<file path="config.mk">
export PLATFORM = sky130hd
export DESIGN_NAME = motor_speed_to_bridge_drive
export DESIGN_NICKNAME = d
export VERILOG_FILES = /design/src/rtl/core/msbd_pkg.sv /design/src/rtl/core/msbd_remap.sv /design/src/rtl/core/msbd_shape.sv /design/src/rtl/core/motor_speed_to_bridge_drive.sv
export SDC_FILE = /design/constraint.sdc
export NUM_CORES = 1
export LEC_CHECK = 0
export BUFFER_PORTS_ARGS = -buffer_cell sky130_fd_sc_hd__buf_2
export CAP_MARGIN = 25
export CELL_PAD_IN_SITES_DETAIL_PLACEMENT = 1
export CELL_PAD_IN_SITES_GLOBAL_PLACEMENT = 2
export CORE_MARGIN = 4
export CORE_UTILIZATION = 39
export DETAILED_ROUTE_END_ITERATION = 7
export PLACE_DENSITY_LB_ADDON = 0.1
export SLEW_MARGIN = 40
export SYNTH_ARGS = -nofsm -noshare
export SYNTH_HDL_FRONTEND = slang
export SYNTH_SLANG_ARGS = --single-unit
</file>
<file path="constraint.sdc">
create_clock -name clk_i -period 5.9 [get_ports clk_i]
set_input_delay 0.59 -clock clk_i [delete_from_list [all_inputs] [get_ports clk_i]]
set_output_delay 0.59 -clock clk_i [all_outputs]
set_load 0.01 [all_outputs]
</file>
<file path="src/rtl/core/msbd_pkg.sv">
package msbd_pkg;

  // fixed field widths
  localparam int CmdW     = 16;
  localparam int LimW     = 16;
  localparam int DbandW   = 15;
  localparam int MagW     = 16;
  localparam int VW       = LimW + 1;
  localparam int CfgIdxW  = 3;
  localparam int CfgDataW = 16;

  // parameter defaults
  localparam int DutyBitsDef = 8;
  localparam int FracBitsDef = 14;

  // register indexes
  localparam logic [CfgIdxW-1:0] CfgDriveMode    = 3'd0;
  localparam logic [CfgIdxW-1:0] CfgLimitLow     = 3'd1;
  localparam logic [CfgIdxW-1:0] CfgLimitHigh    = 3'd2;
  localparam logic [CfgIdxW-1:0] CfgDeadband     = 3'd3;
  localparam logic [CfgIdxW-1:0] CfgInvertDir    = 3'd4;
  localparam logic [CfgIdxW-1:0] CfgDriveEnabled = 3'd5;

  typedef enum logic [1:0] {
    ModeHbridge = 2'd0,
    ModeDualPwm = 2'd1,
    ModePwmDir  = 2'd2,
    ModeInvalid = 2'd3
  } drive_mode_e;

  typedef struct packed {
    drive_mode_e              drive_mode;
    logic signed [LimW-1:0]   limit_low;
    logic signed [LimW-1:0]   limit_high;
    logic [DbandW-1:0]        deadband;
    logic                     invert_dir;
    logic                     drive_enabled;
  } cfg_t;

endpackage

</file>
<file path="src/rtl/core/msbd_remap.sv">
module msbd_remap #(
  parameter int FRAC_BITS = msbd_pkg::FracBitsDef
) (
  input  logic                             clk_i,
  input  logic                             rst_ni,
  input  msbd_pkg::cfg_t                   cfg_i,
  input  logic                             valid_i,
  output logic                             ready_o,
  input  logic signed [msbd_pkg::CmdW-1:0] cmd_i,
  output logic                             valid_o,
  input  logic                             ready_i,
  output logic signed [msbd_pkg::VW-1:0]   v_o
);
  import msbd_pkg::*;

  localparam int CW  = (FRAC_BITS + 2 > CmdW) ? FRAC_BITS + 2 : CmdW;
  localparam int PW  = CW + 1;
  localparam int DW  = LimW + 1;
  localparam int PRW = PW + DW;

  typedef logic signed [CW-1:0]  c_t;
  typedef logic signed [PW-1:0]  p_t;
  typedef logic signed [DW-1:0]  d_t;
  typedef logic signed [PRW-1:0] pr_t;
  typedef logic signed [VW-1:0]  v_t;

  localparam c_t  OneC = c_t'(64'sd1 <<< FRAC_BITS);
  localparam pr_t Bias = pr_t'((64'sd1 <<< (FRAC_BITS + 1)) - 64'sd1);

  logic [2:0] valid_q;
  logic       rdy1, rdy2, rdy3;

  // per-stage ready chain, bubbles collapse
  assign rdy3    = !valid_q[2] || ready_i;
  assign rdy2    = !valid_q[1] || rdy3;
  assign rdy1    = !valid_q[0] || rdy2;
  assign ready_o = rdy1;
  assign valid_o = valid_q[2];

  always_ff @(posedge clk_i or negedge rst_ni) begin
    if (!rst_ni) begin
      valid_q <= '0;
    end else begin
      if (rdy1) valid_q[0] <= valid_i;
      if (rdy2) valid_q[1] <= valid_q[0];
      if (rdy3) valid_q[2] <= valid_q[1];
    end
  end

  // stage 1: enable gate, clamp, offset and span
  c_t c_raw, c_clamp;
  p_t p_d, p_q;
  d_t d_d, d_q;

  always_comb begin
    c_raw = cfg_i.drive_enabled ? c_t'(cmd_i) : '0;
    if (c_raw > OneC) begin
      c_clamp = OneC;
    end else if (c_raw < -OneC) begin
      c_clamp = -OneC;
    end else begin
      c_clamp = c_raw;
    end
    p_d = p_t'(c_clamp) + p_t'(OneC);
    d_d = d_t'(cfg_i.limit_high) - d_t'(cfg_i.limit_low);
  end

  always_ff @(posedge clk_i) begin
    if (rdy1) begin
      p_q <= p_d;
      d_q <= d_d;
    end
  end

  // stage 2: scale by span
  pr_t prod_d, prod_q;
  assign prod_d = pr_t'(p_q) * pr_t'(d_q);

  always_ff @(posedge clk_i) begin
    if (rdy2) prod_q <= prod_d;
  end

  // stage 3: divide by two units toward zero, add low limit
  pr_t biased, quot;
  v_t  v_d, v_q;

  always_comb begin
    biased = prod_q + (prod_q[PRW-1] ? Bias : pr_t'(0));
    quot   = biased >>> (FRAC_BITS + 1);
    v_d    = v_t'(cfg_i.limit_low) + v_t'(quot);
  end

  always_ff @(posedge clk_i) begin
    if (rdy3) v_q <= v_d;
  end

  assign v_o = v_q;

endmodule

</file>
<file path="src/rtl/core/msbd_shape.sv">
module msbd_shape #(
  parameter int DUTY_BITS = msbd_pkg::DutyBitsDef,
  parameter int FRAC_BITS = msbd_pkg::FracBitsDef
) (
  input  logic                           clk_i,
  input  logic                           rst_ni,
  input  msbd_pkg::cfg_t                 cfg_i,
  input  logic                           valid_i,
  output logic                           ready_o,
  input  logic signed [msbd_pkg::VW-1:0] v_i,
  output logic                           valid_o,
  input  logic                           ready_i,
  output logic [DUTY_BITS-1:0]           duty_main_o,
  output logic [DUTY_BITS-1:0]           duty_second_o,
  output logic                           line_a_o,
  output logic                           line_b_o,
  output logic                           fault_o
);
  import msbd_pkg::*;

  localparam int PRW = MagW + DUTY_BITS;
  localparam logic [DUTY_BITS-1:0] DutyMax = {DUTY_BITS{1'b1}};

  logic [2:0] valid_q;
  logic       rdy4, rdy5, rdy6;

  assign rdy6    = !valid_q[2] || ready_i;
  assign rdy5    = !valid_q[1] || rdy6;
  assign rdy4    = !valid_q[0] || rdy5;
  assign ready_o = rdy4;
  assign valid_o = valid_q[2];

  always_ff @(posedge clk_i or negedge rst_ni) begin
    if (!rst_ni) begin
      valid_q <= '0;
    end else begin
      if (rdy4) valid_q[0] <= valid_i;
      if (rdy5) valid_q[1] <= valid_q[0];
      if (rdy6) valid_q[2] <= valid_q[1];
    end
  end

  // stage 4: magnitude, deadband, direction after inversion
  logic [VW-1:0]   abs_v;
  logic [MagW-1:0] mag_d, mag_q;
  logic            in_band, pos_d, neg_d, pos4_q, neg4_q;

  always_comb begin
    abs_v   = v_i[VW-1] ? VW'(-v_i) : VW'(v_i);
    mag_d   = abs_v[MagW-1:0];
    in_band = mag_d < MagW'(cfg_i.deadband);
    pos_d   = !in_band && (cfg_i.invert_dir ? v_i[VW-1] : (!v_i[VW-1] && (v_i != '0)));
    neg_d   = !in_band && (cfg_i.invert_dir ? (!v_i[VW-1] && (v_i != '0)) : v_i[VW-1]);
    if (in_band) mag_d = '0;
  end

  always_ff @(posedge clk_i) begin
    if (rdy4) begin
      mag_q  <= mag_d;
      pos4_q <= pos_d;
      neg4_q <= neg_d;
    end
  end

  // stage 5: magnitude times full-scale duty
  logic [PRW-1:0] prod_q;
  logic           pos5_q, neg5_q;

  always_ff @(posedge clk_i) begin
    if (rdy5) begin
      prod_q <= PRW'(mag_q) * PRW'(DutyMax);
      pos5_q <= pos4_q;
      neg5_q <= neg4_q;
    end
  end

  // stage 6: drop fraction, saturate, route by driver mode
  logic [PRW-1:0]       duty_wide;
  logic [DUTY_BITS-1:0] duty;
  logic [DUTY_BITS-1:0] main_d, sec_d;
  logic                 la_d, lb_d, flt_d;

  always_comb begin
    duty_wide = prod_q >> FRAC_BITS;
    duty      = (duty_wide > PRW'(DutyMax)) ? DutyMax : duty_wide[DUTY_BITS-1:0];
    main_d    = '0;
    sec_d     = '0;
    la_d      = 1'b0;
    lb_d      = 1'b0;
    flt_d     = 1'b0;
    case (cfg_i.drive_mode)
      ModeHbridge: begin
        main_d = duty;
        la_d   = pos5_q;
        lb_d   = neg5_q;
      end
      ModeDualPwm: begin
        if (pos5_q) main_d = duty;
        else        sec_d  = duty;
      end
      ModePwmDir: begin
        main_d = duty;
        la_d   = pos5_q;
      end
      default: begin
        flt_d = 1'b1;
      end
    endcase
  end

  always_ff @(posedge clk_i) begin
    if (rdy6) begin
      duty_main_o   <= main_d;
      duty_second_o <= sec_d;
      line_a_o      <= la_d;
      line_b_o      <= lb_d;
      fault_o       <= flt_d;
    end
  end

endmodule

</file>
<file path="src/rtl/core/motor_speed_to_bridge_drive.sv">
// channel | direction | handshake             | payload
// in      | input     | in_valid_i/in_stall_o   | speed_cmd_i
// out     | output    | out_valid_o/out_stall_i | duty_main_o, duty_second_o, line_a_o,
//         |           |                         | line_b_o, fault_o
// cfg     | input     | cfg_we_i                | cfg_idx_i, cfg_data_i
//
// six register stages: clamp, span multiply, divide and offset, deadband,
// duty multiply, saturate and mode routing
// one transfer per cycle while out_stall_i is low;
// each stage holds only while its successor is full
// reset clears the valid bits and loads the register reset values
// a stall on the output fills empty stages first, then raises in_stall_o
module motor_speed_to_bridge_drive #(
  parameter int DUTY_BITS = msbd_pkg::DutyBitsDef,
  parameter int FRAC_BITS = msbd_pkg::FracBitsDef
) (
  input  logic                                 clk_i,
  input  logic                                 rst_ni,
  input  logic                                 cfg_we_i,
  input  logic [msbd_pkg::CfgIdxW-1:0]         cfg_idx_i,
  input  logic [msbd_pkg::CfgDataW-1:0]        cfg_data_i,
  input  logic                                 in_valid_i,
  output logic                                 in_stall_o,
  input  logic signed [msbd_pkg::CmdW-1:0]     speed_cmd_i,
  output logic                                 out_valid_o,
  input  logic                                 out_stall_i,
  output logic [DUTY_BITS-1:0]                 duty_main_o,
  output logic [DUTY_BITS-1:0]                 duty_second_o,
  output logic                                 line_a_o,
  output logic                                 line_b_o,
  output logic                                 fault_o
);
  import msbd_pkg::*;

  cfg_t cfg_q;

  // configuration registers
  always_ff @(posedge clk_i or negedge rst_ni) begin
    if (!rst_ni) begin
      cfg_q.drive_mode    <= ModeHbridge;
      cfg_q.limit_low     <= -16'sd16384;
      cfg_q.limit_high    <= 16'sd16384;
      cfg_q.deadband      <= 15'd4915;
      cfg_q.invert_dir    <= 1'b0;
      cfg_q.drive_enabled <= 1'b1;
    end else if (cfg_we_i) begin
      case (cfg_idx_i)
        CfgDriveMode:    cfg_q.drive_mode    <= drive_mode_e'(cfg_data_i[1:0]);
        CfgLimitLow:     cfg_q.limit_low     <= cfg_data_i[LimW-1:0];
        CfgLimitHigh:    cfg_q.limit_high    <= cfg_data_i[LimW-1:0];
        CfgDeadband:     cfg_q.deadband      <= cfg_data_i[DbandW-1:0];
        CfgInvertDir:    cfg_q.invert_dir    <= cfg_data_i[0];
        CfgDriveEnabled: cfg_q.drive_enabled <= cfg_data_i[0];
        default: ;
      endcase
    end
  end

  logic                 remap_ready, mid_valid, mid_ready;
  logic signed [VW-1:0] mid_v;

  assign in_stall_o = !remap_ready;

  // command to remapped value
  msbd_remap #(
    .FRAC_BITS(FRAC_BITS)
  ) u_remap (
    .clk_i   (clk_i),
    .rst_ni  (rst_ni),
    .cfg_i   (cfg_q),
    .valid_i (in_valid_i),
    .ready_o (remap_ready),
    .cmd_i   (speed_cmd_i),
    .valid_o (mid_valid),
    .ready_i (mid_ready),
    .v_o     (mid_v)
  );

  // remapped value to duties and lines
  msbd_shape #(
    .DUTY_BITS(DUTY_BITS),
    .FRAC_BITS(FRAC_BITS)
  ) u_shape (
    .clk_i         (clk_i),
    .rst_ni        (rst_ni),
    .cfg_i         (cfg_q),
    .valid_i       (mid_valid),
    .ready_o       (mid_ready),
    .v_i           (mid_v),
    .valid_o       (out_valid_o),
    .ready_i       (!out_stall_i),
    .duty_main_o   (duty_main_o),
    .duty_second_o (duty_second_o),
    .line_a_o      (line_a_o),
    .line_b_o      (line_b_o),
    .fault_o       (fault_o)
  );

endmodule

</file>
# Word level (Yosys, flattened, before mapping)
# Index checks and enable logic that the tools add are counted.
op_classes:
  n_addsub: 5
  multipliers: 2
  order_cmp: 4
  n_eq_ne: 7
  mux: 11
  n_bitwise: 1
  reduce_logical: 31
ops:
  columns: ["operator", "n"]
  rows:
  - ["$mux W16", 4]
  - ["$mul A17 B17 Y34", 1]
  - ["$add A32 B32 Y32", 1]
  - ["$mul A16 B8 Y24 const B", 1]
  - ["$add A16 B16 Y17 const B", 1]
  - ["$add A16 B17 Y17", 1]
  - ["$reduce_bool A17 Y1", 1]
  - ["$sub A16 B16 Y17", 1]
  - ["$gt A16 B16 Y1 const B", 1]
  - ["$lt A16 B15 Y1", 1]
  - ["$lt A16 B15 Y1 const B", 1]
  - ["$mux W8", 2]
  - ["$neg A16 Y16", 1]
  - ["$pmux W8 S2", 1]
  - ["$mux W15", 1]
  - ["$reduce_and A2 Y1", 6]
  - ["$gt A10 B8 Y1 const B", 1]
  - ["$logic_not A1 Y1", 10]
  - ["$eq A3 B2 Y1 const B", 2]
  - ["$eq A3 B3 Y1 const B", 2]
  - ["$logic_or A1 B1 Y1", 6]
  - ["$reduce_or A2 Y1", 2]
  - ["$eq A3 B1 Y1 const B", 1]
  - ["$logic_and A1 B1 Y1", 3]
  - ["other kinds (7)", 9]
totals:
  ff_bits: 205
  in_bits: 40
  output_inout_bits: 21
  word_cells: 88

# Depth between registers and ports, before layout
logic_depth:
  depth_word: 8
  depth_mapped: 24
  depth_no_buf: 23

# Modules after synthesis
# A second synthesis with hierarchy kept.
hier_totals:
  cells_unflattened: 2240
  hier_area_um2: 23207.3
modules_own_cells:
  columns: ["mod", "instances", "cells_per_inst", "area_each_um2"]
  rows:
  - ["msbd_remap", 1, 1607, 15716.3]
  - ["msbd_shape", 1, 518, 5403.9]
  - ["motor_speed_to_bridge_drive", 1, 115, 2087.0]

# Least setup slack after synthesis
# No wires, ideal clock.
synth_timing:
  path_kind: "flip-flop to flip-flop"
  from: "register u_remap.p_q[16]"
  to: "register u_remap.prod_q[33] (data pin)"
  setup_time_ps: 260
  arrival_time_ps: 5964
  slack_ps: -323
  stages_incl_launch_ff: 20
  n_path_buf: 1
  path_cell_list: "edfxtp_1 clkbuf_1 nand2_1 fa_1 fa_1 fa_1 fa_1 fa_1 fa_1 inv_1 ha_1 a21o_1 a21o_1 a21oi_1 nand3_1 o31ai_1 o211a_1 o21bai_1 a21oi_1 xnor2_1"
synth_via:
  elab_chain_cells: 1
synth_lines:
  columns: ["element", "line", "text"]
  rows:
  - ["from (decl)", "msbd_remap.sv:52", "p_t p_d, p_q;"]
  - ["from (signal assigned)", "msbd_remap.sv:70", "p_q <= p_d;"]
  - ["$mul A17 B17 Y34", "msbd_remap.sv:77", "assign prod_d = pr_t'(p_q) * pr_t'(d_q);"]
  - ["via u_remap.prod_d[33]", "msbd_remap.sv:76", "pr_t prod_d, prod_q;"]
  - ["to (signal assigned)", "msbd_remap.sv:80", "if (rdy2) prod_q <= prod_d;"]
  - ["to (decl)", "msbd_remap.sv:76", null]
# The timed path passes the listed nets, and every way through them passes these cells.
# A chain may end at the register's enable or synchronous reset.

# Worst setup path after layout
layout_timing:
  from: "register u_remap.p_q[7]"
  to: "register u_remap.prod_q[26] (data pin)"
# The elaborated chain is that of the path after synthesis.

==> key figures <==
Place
  • HPWL after DPL: approximately 50000 microns
  • Port bufs: 60
  • Placed cells: about 3100
  • Routability Congestion: roughly 0.8

Clock network
  • Hold-fix buffers, CTS: 0
  • CTS Buffer Depth: 2
  • Clock Pin Slew Worst Setup and Hold Paths: ~90 ps
  • H-tree levels: 4
  • CTS buffer count: 17
  • CTS tree: built
  • CTS root buf: clkbuf_16
  • Clock Latency Late Sink: 480 ps
  • CTS Sinks: 190

Final layout
  • Most common library cell in the layout ignoring fill and taps: inv_1
  • Area growth syn-to-layout: 17.8%
  • N_diodes: 0
  • Fillers: 6319
  • Fin nets: ~3000
  • Fin util: between 40% and 50%
  • Most frequent cells in the layout: 484 x inv_1, 355 x fa_1, 197 x nand2_1
  • Multi-input logic area: about 16000 sq um
  • Sequential standard cell area: between 5000 and 6000 sq um
  • Final non-filler cell total: between 3000 and 4000
  • Share of layout cells above drive strength 1: between 10% and 20%

Synth
  • Cell count after synthesis: between 2000 and 2500
  • EDFF count, synth: approximately 130
  • Yosys warns: 0
  • Cell variety after synth: between 60 and 70
  • Seq/Total Area, Yosys: roughly 24%
  • Predominant post-synthesis flop cell: edfxtp_1
  • Avg Inst Size Synth: just over 10 sq um
  • FF+latch count, synth: 190
  • Syn_nets: approximately 2800
  • Netlist Area Pre-Place: 22600 sq um
  • Async SR Flop Fraction: 30.0%

STA
  • Worst Skew: 17.7 ps
  • RSZ-0062 raised after global routing: true
  • Slew @ Worst Pin: 787 ps
  • Period utilization: 105%
  • Max Fclk: about 160 MHz
  • Min Tclk post-route: 6180 ps
  • Final Setup Violations: 9
  • Final Hold Fails: 0
  • Final slew viol count: 0
  • Slew headroom: between 40 and 50%
  • Post-route worst setup slack: -282 ps

Status
  • Failing checks: negative setup slack
  • Status: complete, but fails checks

Drt
  • DR vias/cell: between 4 and 5
  • Via count: between 15000 and 20000
  • Drt wl/cell: around 19 microns
  • DRT Pass-1 Iters: 5
  • Starting DRT DRC Count: 570
  • DR DRC count: 0
  • Total wire length: slightly below 60000 microns
  • Post-route ant nets: 0

Setup path
  • Crit path capture type: flip-flop
  • Arrival @ worst endpoint: around 6400 ps
  • Crit Path Class: reg2reg
  • Critical Path RT: about 6100 ps
  • CP startpoint kind: flip-flop
  • Crit Path Max Fanout: 4

Worst hold path
  • Hold WC Path Type: in2async

GRT
  • Antenna violations before repair: 0
  • Vias in the first global route: 18000
  • Largest net degree at the start of global routing: 58
  • GRT Residual Overflow: 0
  • Gr usage total: between 10% and 20%
  • First-pass GRT wire length: about 97000 microns

Die
  • Core Region: roughly 57000 sq um
  • Die height: between 200 and 250 microns
  • Die ar.: between 60000 and 70000 sq um
  • I/O pins: approximately 60
  • Rows: slightly below 90
  • Initial Utilization: just under 40%
  • Die width: 249 microns

Flow run
  • Number of max-cap violations: 0
## per-stage QoR
| step | setup slack (ps) | area (sq um) | hold WS, ps | setup TNS [ps] |
|---|---|---|---|---|
| floorplan | -17.7 | 22700 | 294 | -17.7 |
| global placement | -391 | 25100 | 415 | -2350 |
| detailed placement | -523 | 25100 | 406 | -3090 |
| CTS | -239 | 26200 | 267 | -1220 |
| global route | -539 | 26600 | 211 | -4790 |
| finish | -282 | 26600 | 180 | -1640 |
## layout make-up
class                   instances  share of cell area, %
clock buffers                  18                   1.70
clock inverters                14                  0.523
inverters                     490                   6.93
multi-input cells            1468                   58.8
flip-flops and latches        190                   20.4
well taps                     756                   3.56
repair buffers                267                   8.01
## logic make-up (layout without fill, tap and decap cells)
logic type,Yosys count,in the layout,synth area share (%)
multiplexers,36,36,1.78
AND/OR/NAND/NOR,575,575,12.6
XOR/XNOR,100,100,3.88
flip-flops,190,190,24.1
adder cells (fa/ha/maj),555,555,43.0
buffers and inverters,540,789,9.02
AO/OA/AOI/OAI,201,201,5.67
other,1,1,0.0166
## per-layer routing
layer,up-vias,share of wire [%],GRT usage (%)
met5,-,0,0
met4,0,1.8,4.28
met3,46,1.7,2.13
met2,140,53,35.9
met1,8084,44,25.3
li1,7311,-,-
## flip-flops by register name, indices dropped and copies added (netlist names), 3 cells and up
signal                 count
u_shape.duty_main_o        8
u_remap.v_o               17
u_shape.mag_q             16
u_shape.prod_q            10
u_remap.prod_q            33
u_remap.valid_q            3
u_shape.valid_q            3
cfg_q                     51
u_remap.d_q               17
u_shape.duty_second_o      8
u_remap.p_q               17
## synthesized netlist by cell type, types with 6 or more instances
cell / n / area share, %
nand2b_1: 22 / 0.61
inv_1: 489 / 8.1
dfrtp_1: 46 / 5.1
dfstp_2: 11 / 1.3
o21a_1: 8 / 0.27
and3_1: 14 / 0.39
a31oi_1: 6 / 0.17
or2_2: 7 / 0.19
nor2b_1: 11 / 0.30
ha_1: 188 / 10
nor2_1: 93 / 1.5
fa_1: 367 / 33
nor3_1: 23 / 0.51
xor2_1: 27 / 1.0
a21o_1: 21 / 0.70
nand3_1: 23 / 0.51
nand2_1: 208 / 3.5
nand4_1: 7 / 0.19
mux2_2: 33 / 1.6
or3_1: 7 / 0.19
o21bai_1: 10 / 0.33
edfxtp_1: 133 / 18
a21oi_1: 57 / 1.3
xnor2_1: 73 / 2.8
clkbuf_1: 49 / 0.82
and2_1: 140 / 3.9
o21ai_0: 56 / 1.2
## final timing paths
check	startpoint	slack, ps	cells after the start	endpoint
setup / recovery	u_remap.p_q[7]	-280	25	u_remap.prod_q[26]
setup reg to reg	u_remap.p_q[7]	-280	25	u_remap.prod_q[26]
min in group clk_i	in_valid_i	310	2	u_remap.valid_q[0]
max in group asynchronous	rst_ni	5300	2	u_shape.valid_q[1]
hold reg to reg	u_shape.neg4_q	430	0	u_shape.neg5_q
hold / removal	rst_ni	180	2	cfg_q[30]
## critical path: stages, from the launching register on
cell and delay (ps):
edfxtp_1 440, buf_6 150, and2_1 160, fa_1 500, inv_1 50, fa_1 480, inv_1 60, fa_2 540
fa_1 430, fa_1 490, inv_1 60, fa_1 490, inv_1 70, ha_4 270, nand4_1 160, buf_4 200
a21oi_4 140, nor2_4 70, a2111oi_4 310, buf_4 180, o21ai_4 60, a21boi_2 180, buf_4 140, o21a_1 120
nor2_1 60, xnor2_1 130
## what timing repair did
item,4_1_cts,5_1_grt
gates cloned,1,0
buffers inserted,27,16
setup endpoints to repair,12,14
gates resized for setup,87,44
pin swaps,66,26
Power is left out: the tool's default activity adds up to more than one toggle a clock period on the data nets, which glitch-free logic cannot reach.
